### config.mk
export PLATFORM = sky130hd
export DESIGN_NAME = weighted_edit_distance
export DESIGN_NICKNAME = d
export VERILOG_FILES = /design/src/rtl/wed_pkg.sv /design/src/rtl/wed_ram.sv /design/src/rtl/wed_ctrl.sv /design/src/rtl/wed_dp.sv /design/src/rtl/weighted_edit_distance.sv
export SDC_FILE = /design/constraint.sdc
export NUM_CORES = 2
export LEC_CHECK = 0
export ABC_AREA = 1
export BUFFER_PORTS_ARGS = -buffer_cell sky130_fd_sc_hd__buf_4
export CORE_AREA = 2 2 525 370
export CTS_CLUSTER_SIZE = 24
export DETAILED_ROUTE_END_ITERATION = 6
export DIE_AREA = 0 0 527 372
export PLACE_DENSITY_LB_ADDON = 0.25
export SLEW_MARGIN = 20
export SYNTH_ARGS = -nofsm -noshare
export SYNTH_HDL_FRONTEND = slang
export SYNTH_SLANG_ARGS = --single-unit
### constraint.sdc
create_clock -name clk -period 7.55 [get_ports clk]
set_input_delay 1.8875 -clock clk [delete_from_list [all_inputs] [get_ports clk]]
set_output_delay 1.8875 -clock clk [all_outputs]
set_load 0.02 [all_outputs]
### src/rtl/wed_pkg.sv
// shared constants, types and helpers for the weighted edit distance block
package wed_pkg;

  localparam int MAX_LEN   = 64;
  localparam int LEN_W     = $clog2(MAX_LEN + 1);
  localparam int STR_AW    = (MAX_LEN > 1) ? $clog2(MAX_LEN) : 1;
  localparam int ROW_DEPTH = MAX_LEN + 1;
  localparam int CHAR_W    = 8;
  localparam int COST_W    = 8;
  localparam int DIST_W    = 16;
  localparam int CMD_W     = 2;
  localparam int CFG_IDX_W = 2;

  localparam logic [CFG_IDX_W-1:0] REG_INSERT  = CFG_IDX_W'(0);
  localparam logic [CFG_IDX_W-1:0] REG_DELETE  = CFG_IDX_W'(1);
  localparam logic [CFG_IDX_W-1:0] REG_REPLACE = CFG_IDX_W'(2);

  typedef enum logic [CMD_W-1:0] {
    CMD_APPEND_FIRST  = 2'd0,
    CMD_APPEND_SECOND = 2'd1,
    CMD_FINISH        = 2'd2
  } wed_cmd_code_t;

  typedef enum logic [2:0] {
    ST_IDLE,
    ST_INIT,
    ST_ROW_START,
    ST_CELL_READ,
    ST_CELL_CALC,
    ST_DONE
  } wed_state_t;

  // commands from the controller to the datapath
  typedef struct packed {
    logic load_first;
    logic load_second;
    logic start;
    logic init_step;
    logic row_start;
    logic row_next;
    logic cell_calc;
    logic emit;
  } wed_ctl_t;

  // status from the datapath to the controller
  typedef struct packed {
    logic init_last;
    logic cell_last;
    logic row_last;
    logic n_zero;
    logic m_zero;
    logic out_valid;
  } wed_status_t;

  function automatic logic [DIST_W-1:0] sat_add(input logic [DIST_W-1:0] a,
                                                input logic [COST_W-1:0] b);
    logic [DIST_W:0] s;
    s = {1'b0, a} + {{(DIST_W - COST_W + 1){1'b0}}, b};
    return s[DIST_W] ? {DIST_W{1'b1}} : s[DIST_W-1:0];
  endfunction

endpackage

### src/rtl/wed_ram.sv
// generic simple dual-port ram with registered read
module wed_ram #(
  parameter int WIDTH = 8,
  parameter int DEPTH = 64,
  parameter int AW    = (DEPTH > 1) ? $clog2(DEPTH) : 1
) (
  input  logic             clk,
  input  logic             we,
  input  logic [AW-1:0]    waddr,
  input  logic [WIDTH-1:0] wdata,
  input  logic [AW-1:0]    raddr,
  output logic [WIDTH-1:0] rdata
);

  logic [WIDTH-1:0] mem [DEPTH];

  always_ff @(posedge clk) begin
    if (we) begin
      mem[waddr] <= wdata;
    end
    rdata <= mem[raddr];
  end

endmodule

### src/rtl/wed_ctrl.sv
// controller state machine: request handshake and sweep sequencing
module wed_ctrl (
  input  logic                             clk,
  input  logic                             rst,
  input  logic                             in_valid,
  input  logic [wed_pkg::CMD_W-1:0]        command,
  output logic                             in_stall,
  input  wed_pkg::wed_status_t             status,
  output wed_pkg::wed_ctl_t                ctl
);
  import wed_pkg::*;

  wed_state_t state;
  wed_state_t state_next;
  logic       accept;

  // every request waits while a sweep runs; a finish request also waits while the previous result is still pending
  assign in_stall = (state != ST_IDLE) ||
                    ((command == CMD_FINISH) && status.out_valid);
  assign accept   = in_valid && !in_stall;

  always_ff @(posedge clk) begin
    if (rst) begin
      state <= ST_IDLE;
    end else begin
      state <= state_next;
    end
  end

  always_comb begin
    state_next = state;
    case (state)
      ST_IDLE: begin
        if (accept && (command == CMD_FINISH)) begin
          state_next = ST_INIT;
        end
      end
      ST_INIT: begin
        if (status.init_last) begin
          state_next = status.m_zero ? ST_DONE : ST_ROW_START;
        end
      end
      ST_ROW_START: begin
        if (status.n_zero) begin
          state_next = status.row_last ? ST_DONE : ST_ROW_START;
        end else begin
          state_next = ST_CELL_READ;
        end
      end
      ST_CELL_READ: begin
        state_next = ST_CELL_CALC;
      end
      ST_CELL_CALC: begin
        if (status.cell_last) begin
          state_next = status.row_last ? ST_DONE : ST_ROW_START;
        end else begin
          state_next = ST_CELL_READ;
        end
      end
      ST_DONE: begin
        state_next = ST_IDLE;
      end
      default: begin
        state_next = ST_IDLE;
      end
    endcase
  end

  always_comb begin
    ctl             = '0;
    ctl.load_first  = accept && (command == CMD_APPEND_FIRST);
    ctl.load_second = accept && (command == CMD_APPEND_SECOND);
    ctl.start       = accept && (command == CMD_FINISH);
    case (state)
      ST_INIT: begin
        ctl.init_step = !status.init_last;
      end
      ST_ROW_START: begin
        ctl.row_start = 1'b1;
        ctl.row_next  = status.n_zero && !status.row_last;
      end
      ST_CELL_CALC: begin
        ctl.cell_calc = 1'b1;
        ctl.row_next  = status.cell_last && !status.row_last;
      end
      ST_DONE: begin
        ctl.emit = 1'b1;
      end
      default: begin
      end
    endcase
  end

endmodule

### src/rtl/wed_dp.sv
// datapath: string stores, dp row store, cost registers and cell arithmetic
module wed_dp (
  input  logic                              clk,
  input  logic                              rst,
  input  logic                              cfg_we,
  input  logic [wed_pkg::CFG_IDX_W-1:0]     cfg_index,
  input  logic [wed_pkg::COST_W-1:0]        cfg_data,
  input  logic [wed_pkg::CHAR_W-1:0]        char_byte,
  input  logic                              out_stall,
  output logic                              out_valid,
  output logic [wed_pkg::DIST_W-1:0]        distance,
  output logic                              too_long,
  input  wed_pkg::wed_ctl_t                 ctl,
  output wed_pkg::wed_status_t              status
);
  import wed_pkg::*;

  logic [COST_W-1:0] ins_cost;
  logic [COST_W-1:0] del_cost;
  logic [COST_W-1:0] rep_cost;

  logic [LEN_W-1:0]  first_len;
  logic [LEN_W-1:0]  second_len;
  logic              overflow;

  logic [LEN_W-1:0]  i;
  logic [LEN_W-1:0]  i_plus;
  logic [STR_AW-1:0] j;
  logic [DIST_W-1:0] left;
  logic [DIST_W-1:0] diag;
  logic [DIST_W-1:0] corner;
  logic [DIST_W-1:0] corner_next;
  logic [DIST_W-1:0] init_val;
  logic [DIST_W-1:0] cell_val;
  logic [DIST_W-1:0] cost_del;
  logic [DIST_W-1:0] cost_ins;
  logic [DIST_W-1:0] cost_rep;
  logic [DIST_W-1:0] min_a;

  logic              first_we;
  logic              second_we;
  logic [CHAR_W-1:0] first_rdata;
  logic [CHAR_W-1:0] second_rdata;
  logic              row_we;
  logic [DIST_W-1:0] row_wdata;
  logic [DIST_W-1:0] row_rdata;

  logic              out_valid_next;

  assign i_plus = i + LEN_W'(1);

  // config registers
  always_ff @(posedge clk) begin
    if (rst) begin
      ins_cost <= COST_W'(1);
      del_cost <= COST_W'(1);
      rep_cost <= COST_W'(1);
    end else if (cfg_we) begin
      case (cfg_index)
        REG_INSERT:  ins_cost <= cfg_data;
        REG_DELETE:  del_cost <= cfg_data;
        REG_REPLACE: rep_cost <= cfg_data;
        default: begin
        end
      endcase
    end
  end

  // string loading, bytes past the end are dropped
  assign first_we  = ctl.load_first  && (first_len  < LEN_W'(MAX_LEN));
  assign second_we = ctl.load_second && (second_len < LEN_W'(MAX_LEN));

  always_ff @(posedge clk) begin
    if (rst) begin
      first_len  <= '0;
      second_len <= '0;
      overflow   <= 1'b0;
    end else if (ctl.emit) begin
      first_len  <= '0;
      second_len <= '0;
      overflow   <= 1'b0;
    end else begin
      if (first_we) begin
        first_len <= first_len + LEN_W'(1);
      end
      if (second_we) begin
        second_len <= second_len + LEN_W'(1);
      end
      if ((ctl.load_first && !first_we) || (ctl.load_second && !second_we)) begin
        overflow <= 1'b1;
      end
    end
  end

  wed_ram #(.WIDTH(CHAR_W), .DEPTH(MAX_LEN)) u_first_ram (
    .clk   (clk),
    .we    (first_we),
    .waddr (first_len[STR_AW-1:0]),
    .wdata (char_byte),
    .raddr (i[STR_AW-1:0]),
    .rdata (first_rdata)
  );

  wed_ram #(.WIDTH(CHAR_W), .DEPTH(MAX_LEN)) u_second_ram (
    .clk   (clk),
    .we    (second_we),
    .waddr (second_len[STR_AW-1:0]),
    .wdata (char_byte),
    .raddr (j),
    .rdata (second_rdata)
  );

  // row entry 0 lives in the corner register, entries 1..n in the ram
  assign row_we    = ctl.init_step || ctl.cell_calc;
  assign row_wdata = ctl.init_step ? init_val : cell_val;

  wed_ram #(.WIDTH(DIST_W), .DEPTH(ROW_DEPTH)) u_row_ram (
    .clk   (clk),
    .we    (row_we),
    .waddr (i_plus),
    .wdata (row_wdata),
    .raddr (i_plus),
    .rdata (row_rdata)
  );

  // cell arithmetic: left is the new entry below, row_rdata the old one above
  assign init_val    = sat_add(left, del_cost);
  assign corner_next = sat_add(corner, ins_cost);
  assign cost_del    = sat_add(left, del_cost);
  assign cost_ins    = sat_add(row_rdata, ins_cost);
  assign cost_rep    = sat_add(diag, rep_cost);
  assign min_a       = (cost_del < cost_ins) ? cost_del : cost_ins;

  always_comb begin
    if (first_rdata == second_rdata) begin
      cell_val = diag;
    end else begin
      cell_val = (min_a < cost_rep) ? min_a : cost_rep;
    end
  end

  always_ff @(posedge clk) begin
    if (ctl.start) begin
      i      <= '0;
      j      <= '0;
      left   <= '0;
      corner <= '0;
    end else begin
      if (ctl.init_step) begin
        left <= init_val;
        i    <= i_plus;
      end
      if (ctl.row_start) begin
        diag   <= corner;
        corner <= corner_next;
        left   <= corner_next;
        i      <= '0;
      end
      if (ctl.cell_calc) begin
        left <= cell_val;
        diag <= row_rdata;
        i    <= i_plus;
      end
      if (ctl.row_next) begin
        j <= j + STR_AW'(1);
      end
    end
  end

  // result register
  assign out_valid_next = ctl.emit || (out_valid && out_stall);

  always_ff @(posedge clk) begin
    if (rst) begin
      out_valid <= 1'b0;
    end else begin
      out_valid <= out_valid_next;
    end
  end

  always_ff @(posedge clk) begin
    if (ctl.emit) begin
      distance <= left;
      too_long <= overflow;
    end
  end

  assign status.init_last = (i == first_len);
  assign status.cell_last = (i_plus == first_len);
  assign status.row_last  = ((LEN_W'(j) + LEN_W'(1)) == second_len);
  assign status.n_zero    = (first_len == '0);
  assign status.m_zero    = (second_len == '0);
  assign status.out_valid = out_valid;

endmodule

### src/rtl/weighted_edit_distance.sv
// top level of the weighted edit distance engine
//
//   channel  direction  handshake            payload
//   in       sink       in_valid / in_stall  command, char_byte
//   out      source     out_valid/ out_stall distance, too_long
//   cfg      sink       cfg_we               cfg_index, cfg_data
//
// an append is taken when no sweep runs; after a finish is taken in_stall
// stays high through the sweep: an init pass, then for each row a row start and
// a read and an update per cell, as the row ram has one read/write port pair
// the result sits in an output register, so appends go on while it waits
// a finish request is held off until the previous result has been taken
// rst is synchronous; it clears lengths, flags and costs (to 1)
module weighted_edit_distance (
  input  logic                             clk,
  input  logic                             rst,
  input  logic                             cfg_we,
  input  logic [wed_pkg::CFG_IDX_W-1:0]    cfg_index,
  input  logic [wed_pkg::COST_W-1:0]       cfg_data,
  input  logic                             in_valid,
  output logic                             in_stall,
  input  logic [wed_pkg::CMD_W-1:0]        command,
  input  logic [wed_pkg::CHAR_W-1:0]       char_byte,
  output logic                             out_valid,
  input  logic                             out_stall,
  output logic [wed_pkg::DIST_W-1:0]       distance,
  output logic                             too_long
);
  import wed_pkg::*;

  wed_ctl_t    ctl;
  wed_status_t status;

  wed_ctrl u_ctrl (
    .clk      (clk),
    .rst      (rst),
    .in_valid (in_valid),
    .command  (command),
    .in_stall (in_stall),
    .status   (status),
    .ctl      (ctl)
  );

  wed_dp u_dp (
    .clk       (clk),
    .rst       (rst),
    .cfg_we    (cfg_we),
    .cfg_index (cfg_index),
    .cfg_data  (cfg_data),
    .char_byte (char_byte),
    .out_stall (out_stall),
    .out_valid (out_valid),
    .distance  (distance),
    .too_long  (too_long),
    .ctl       (ctl),
    .status    (status)
  );

endmodule

# Word level (Yosys, flattened, before mapping)
# Memories as Yosys holds them, arrays and structs flattened. A register that Yosys moved wholly into a read port is not among the register bits.
# Index checks and enable logic that the tools add are counted.
# totals
in_bits	25
mem_count	3
regBits	121
output_inout_bits	19
wordCells	116
ramBits	2064
# mem_list
memory	depth	width	rd	rd_ports_with_merged_regs	write_ports	line	source
u_dp.u_row_ram.mem	65	16	1	1	1	wed_ram.sv:15	logic [WIDTH-1:0] mem [DEPTH];
u_dp.u_first_ram.mem	64	8	1	1	1	wed_ram.sv:15	
u_dp.u_second_ram.mem	64	8	1	1	1	wed_ram.sv:15	
# classes
n_addsub	9
muxes	34
n_bitwise	1
reduce_logical	35
eq_ne	15
n_lt_le_gt_ge	4
# ops
operator	n
$mux 16	13
$add 16x8->17	4
$lt 16x16->1	2
$add 7x1->7 const B	3
$eq 7x7->1	3
$mux 7	3
$mux 3	6
$pmux 3 s5	1
$logic_not 7->1	2
$lt 7x7->1 const B	2
$logic_and 1x1->1	12
$mux 1	10
$reduce_and 2->1	5
$eq 8x8->1	1
$add 6x1->7 const B	1
$add 6x1->6 const B	1
$eq 3x2->1 const B	2
$eq 3x3->1 const B	2
$reduce_bool 3->1	2
$logic_not 1->1	5
$eq 2x1->1 const B	2
$eq 2x2->1 const B	2
$logic_not 2->1	2
$logic_or 1x1->1	4
other kinds (8)	8

# Logic depth before layout (Yosys ltp)
# logic_depth
word_depth	10
depth_mapped	39
ltp_nobuf	37

# Cells and area by module
# A second synthesis with hierarchy kept.
# unflattened
hier_cells	8461
area_unflattened_um2	94501.9
# by_module_without_submodules
mod	seq_area_each_um2	area_per_inst_um2	cells_each	instances
wed_ram (u_dp.u_row_ram)	31550.3	42741.0	3541	1
wed_ram (u_dp.u_first_ram ...)	15534.9	21339.2	1805	2
wed_dp	2692.6	8704.6	1254	1
wed_ctrl	60.1	377.9	56	1

# Worst setup path after synthesis
# OpenSTA, ideal clock, no wires.
# synth_timing
path_type	register to register
from	register u_dp.left[2]
to	memory u_dp.u_row_ram.mem[0][12] (netlist name), data pin
setup_ns	0.594
path_buffers	2
setup_slack_ns	-0.069
t_arrival_ns	7.025
stages_incl_launch_ff	31
required_time_ns	6.956
cell_sequence	dfxtp_1 > ha_1 > nand3_1 > and2_1 > o221ai_1 > nand2_1 > nand2_1 > nand2_1 > nor3_1 > nand2_1 > and2_1 > nor3_1 > inv_1 > ha_1 > a21oi_1 > nor2_1 > a2111oi_0 > nand2_2 > inv_1 > clkbuf_1 > o21a_1 > inv_1 > ha_1 > a21oi_1 > nor2_1 > a2111oi_2 > nand2_4 > buf_6 > nand2_1 > nand3_1 > a31oi_1
# synth_via
elab_chain_cells	8
# synth_rtl
item	line	source
from (decl)	wed_dp.sv:29	logic [DIST_W-1:0] left;
from (signal assigned)	wed_dp.sv:150	left <= init_val;
from (signal assigned)	wed_dp.sv:156	left <= corner_next;
from (signal assigned)	wed_dp.sv:160	left <= cell_val;
$add 16x8->17 *	wed_pkg.sv:58	s = {1'b0, a} + {{(DIST_W - COST_W + 1){1'b0}}, b};
$mux 16 *	wed_pkg.sv:59	return s[DIST_W] ? {DIST_W{1'b1}} : s[DIST_W-1:0];
$lt 16x16->1	wed_dp.sv:132	assign min_a = (cost_del < cost_ins) ? cost_del : cost_ins;
$mux 16	wed_dp.sv:132	
$lt 16x16->1	wed_dp.sv:138	cell_val = (min_a < cost_rep) ? min_a : cost_rep;
$mux 16	wed_dp.sv:138	
$mux 16	wed_dp.sv:135	if (first_rdata == second_rdata) begin
$mux 16 *	wed_dp.sv:115	assign row_wdata = ctl.init_step ? init_val : cell_val;
named net u_dp.row_wdata[12]	wed_dp.sv:45	logic [DIST_W-1:0] row_wdata;
to (decl)	wed_ram.sv:15	
# Mark *: on every way through the listed nets, which the timed path passes. The rest lies on a longest branch.

# Worst setup path in the final report
# layout_timing
from	register u_dp.left[2]
to	memory u_dp.u_row_ram.mem[58][1] (netlist name), data pin
# Same word-level chain as after synthesis.

==> key figures <==
Floorplanning
  • Die Footprint: 196,000 µm²
  • Die outline width: 527 µm
  • Num ports: 44
  • Die H: 372 µm
  • CORE AREA: 192,000 µm²
  • Initial Utilization: 0.456
  • Site Rows: 135

Cells and area
  • Fraction of layout cells with a size suffix above 1: 0.0982
  • Area grow syn2layout: 12.5%
  • Multi-input gate area: around 20,000 µm²
  • FILL cells: 16,200
  • Layout Nets: 6,653
  • Register area: 65,400 µm²
  • Post-layout util: 0.513

Route
  • Final WL: 266 mm
  • Final antenna-violating net count: 0
  • Routed vias/inst: 6.20
  • Pre-antenna DRT Iters: 6
  • Via count: 57,400
  • DR iter-0 viols: 8,487
  • Residual DRC: 0
  • WL/cell: about 29 µm

Yosys
  • Dominant register cell in the synthesized netlist: edfxtp_1
  • Largest cells by area after synthesis: edfxtp_1 72%, o21ai_0 4.0%, nor2_1 3.9%, dfxtp_1 2.7%, a22oi_1 2.6%
  • Cell count after synthesis: ~6,500
  • Sequential fraction of the synthesis area: 0.747
  • Number of flops mapped to enable cells by yosys: 2,097
  • Yosys warnings: 0
  • Post-Syn Nets: between 6,000 and 7,000
  • Mapped Area: 87,500 µm²
  • Post-synth top area share: 0.719
  • Cell taking the most area after synthesis: edfxtp_1
  • FF+latch count, synth: 2,217
  • Asr flop ratio synth: 0
  • Avg Cell Area, Syn: 13.5 µm²
  • Distinct cells, synth: 60

Clock network
  • Worst-Skew Late Latency: 0.88 ns
  • Num Clock Sinks: 2,217
  • Hold_buf cts: 0
  • Longest Clk Path Bufs: 4
  • Clk root buf: clkbuf_16
  • H-tree levels: 4
  • Clock slew at reported path FFs: 0.07 ns
  • CTS tree: done
  • Num CTS Buffers: 210

STA
  • Final Slew Violations: 0
  • Worst Skew: 0.0737 ns
  • Slew HR: 0.148
  • Final setup violation count: 0
  • Unrepaired setup endpoints after global routing: no
  • Worst Max-Slew Pin Slew: 1.28 ns
  • Final hold violation count: 0
  • Final worst path period share: 0.933
  • Final worst path period need: slightly above 7 ns
  • Fin Setup TNS: 0 ns
  • Max Fclk: 0.142 GHz

Run
  • Max-cap viol count: 0

Critical path
  • Worst EP required: between 8 and 9 ns
  • CP peak stage delay: 0.37 ns
  • Setup crit end kind: flip-flop
  • CP dominant cell by count: nand2_1
  • CP max-delay cell: a31oi_1
  • CP arrival: 7.63 ns
  • Worst-path maximum fanout: 41
  • Crit start category: flip-flop
  • Crit Path Category: flip-flop to flip-flop

Power
  • Clk pwr share: 0.227
  • Pwr Total: 45.7 mW
  • Pwr Density: 464 nW/µm²
  • Psw: ~18 mW
  • Power share of the sequential group: 0.396
  • Switching share of power: 0.389
  • P_leak: 32.0 nW
  • VDD IR max: 0.763 mV
  • Int Pwr: 27.9 mW
  • Comb power frac: 0.376

Placement
  • GP Congestion: 0.899
  • I/O Buffers: 43
  • Half-perimeter wire length after placement: 155 mm

Global routing
  • Aggregate global routing overflow: 0
  • All-Layer GR Usage: 0.265
  • Vias in the first global route: 52,500
  • Global-route wire length before repair: 380 mm
  • Largest net degree at the start of global routing: 153
  • Initial antenna violation count: 12

Min path
  • Worst Hold Class: flip-flop to flip-flop

Status
  • Status: finished, final reports clean
-- power groups by stage --
stage	clock, mW	combinational, mW	sequential [mW]
after floorplan	0	8.86	18.5
after global placement	0	16.4	18.4
after detailed placement	0	16.6	18.4
final	10.4	17.2	18.1
after CTS	10.5	16.7	18.1
after global routing	11.0	18.4	18.2
-- through the flow --
| step | std cells | hold slack, ns | area (µm²) | setup slack, ns |
|---|---|---|---|---|
| after floorplan | 6479 | 0.403 | 87500 | 0.0767 |
| after CTS | 9252 | 0.431 | 98400 | 0.516 |
| after global placement | 8874 | 0.412 | 91800 | 0.708 |
| after global routing | 9255 | 0.454 | 98400 | 0.0300 |
| final | 9259 | 0.432 | 98400 | 0.509 |
| after detailed placement | 8875 | 0.422 | 91800 | 0.606 |
-- registers in the layout, summed over array words and instances, names as in the netlist --
register and flops:
u_dp.u_first_ram.rdata 8, u_dp.out_valid 1, u_dp.u_second_ram.mem 512, u_dp.first_len 7, u_dp.u_row_ram.rdata 16, u_dp.rep_cost 8, u_dp.overflow 1, u_dp.ins_cost 8
u_dp.left 16, u_dp.corner 16, u_dp.too_long 1, u_dp.del_cost 8, u_dp.u_first_ram.mem 512, u_ctrl.state 3, u_dp.u_second_ram.rdata 8, u_dp.j 6
u_dp.i 7, u_dp.second_len 7, u_dp.diag 16, u_dp.u_row_ram.mem 1040, u_dp.distance 16
-- cells by family after synthesis --
| group | Yosys count | share of synthesized area |
|---|---|---|
| compound gates | 1696 | 0.124 |
| fa+ha+maj | 72 | 0.0106 |
| simple gates | 1867 | 0.0886 |
| xor+xnor | 46 | 0.00460 |
| flops | 2217 | 0.747 |
| buf+inv | 581 | 0.0253 |
-- synthesized netlist by cell type (4+ instances only) --
cell,n
o21bai_1,8
buf_2,15
o32ai_1,4
a21oi_1,119
and2_1,4
a21oi_2,10
or2_2,10
ha_1,68
clkinv_1,11
nor2_1,919
fa_1,4
nand3_2,9
o21ai_1,13
o211ai_1,15
inv_1,179
a41oi_1,8
buf_1,49
nand2_1,542
nand4_1,78
xnor2_1,15
a211oi_1,8
nand2_2,15
dfxtp_1,120
a22o_1,53
clkbuf_1,312
nand3_1,232
inv_2,13
nor3_1,37
a221oi_1,93
o21ai_0,701
o221ai_1,155
a31oi_1,41
edfxtp_1,2097
nor4_1,9
o21a_1,4
a22oi_1,303
o22ai_1,139
xor2_1,31
a2111oi_0,7
-- critical path: cells and delay by family, from the launching register on --
family / cells / cell delay (ns)
flip-flops: 1 / 0.33
AND/OR/NAND/NOR: 18 / 2.75
adder cells (fa/ha/maj): 3 / 0.96
buffers and inverters: 7 / 1.18
AO/OA/AOI/OAI: 7 / 1.48
-- final cells by class --
type / count / share of cell area
inverter: 203 / 0.00787
multi-input combinational: 3683 / 0.207
antenna: 4 / 0.000102
tap: 2534 / 0.0322
sequential: 2217 / 0.664
clock inverter: 107 / 0.0104
timing repair buffer: 241 / 0.0225
clock buffer: 270 / 0.0563
-- final timing paths --
kind                              start                                  end  slack (ns)  depth (start not counted)
min          u_dp.overflow$_SDFFE_PP0P_              u_dp.too_long$_DFFE_PP_        0.43                          0
min reg2reg  u_dp.overflow$_SDFFE_PP0P_              u_dp.too_long$_DFFE_PP_        0.43                          0
max           u_dp.left[2]$_SDFFE_PP0P_  u_dp.u_row_ram.mem[58][1]$_DFFE_PP_        0.51                         35
max reg2reg   u_dp.left[2]$_SDFFE_PP0P_  u_dp.u_row_ram.mem[58][1]$_DFFE_PP_        0.51                         35
-- repair_timing --
action / 4_1_cts / 5_1_grt
resized for setup: 0 / 4
buffers inserted: 0 / 1
setup endpoints to repair: 0 / 179
-- metal layers --
metal / up-vias / wire length, µm / track usage
met5: - / 22 / 0
met4: 4 / 5750 / 0.0601
met3: 359 / 33200 / 0.0742
met2: 3318 / 109000 / 0.361
met1: 28900 / 118000 / 0.415
li1: 24800 / - / -
-- layout by cell type, fill, tap and decap left out, types with 54 or more instances in the layout --
cell and instances:
o21ai_0 700, clkbuf_16 210, a22oi_1 303, nand4_1 78
ha_1 68, dfxtp_1 114, a221oi_1 93, nor2_1 897
edfxtp_1 2097, inv_1 176, nand2_1 542, clkbuf_1 54
o22ai_1 139, buf_4 207, a21oi_1 118, nand3_1 232
o221ai_1 155
(Power assumes the default switching activity.)
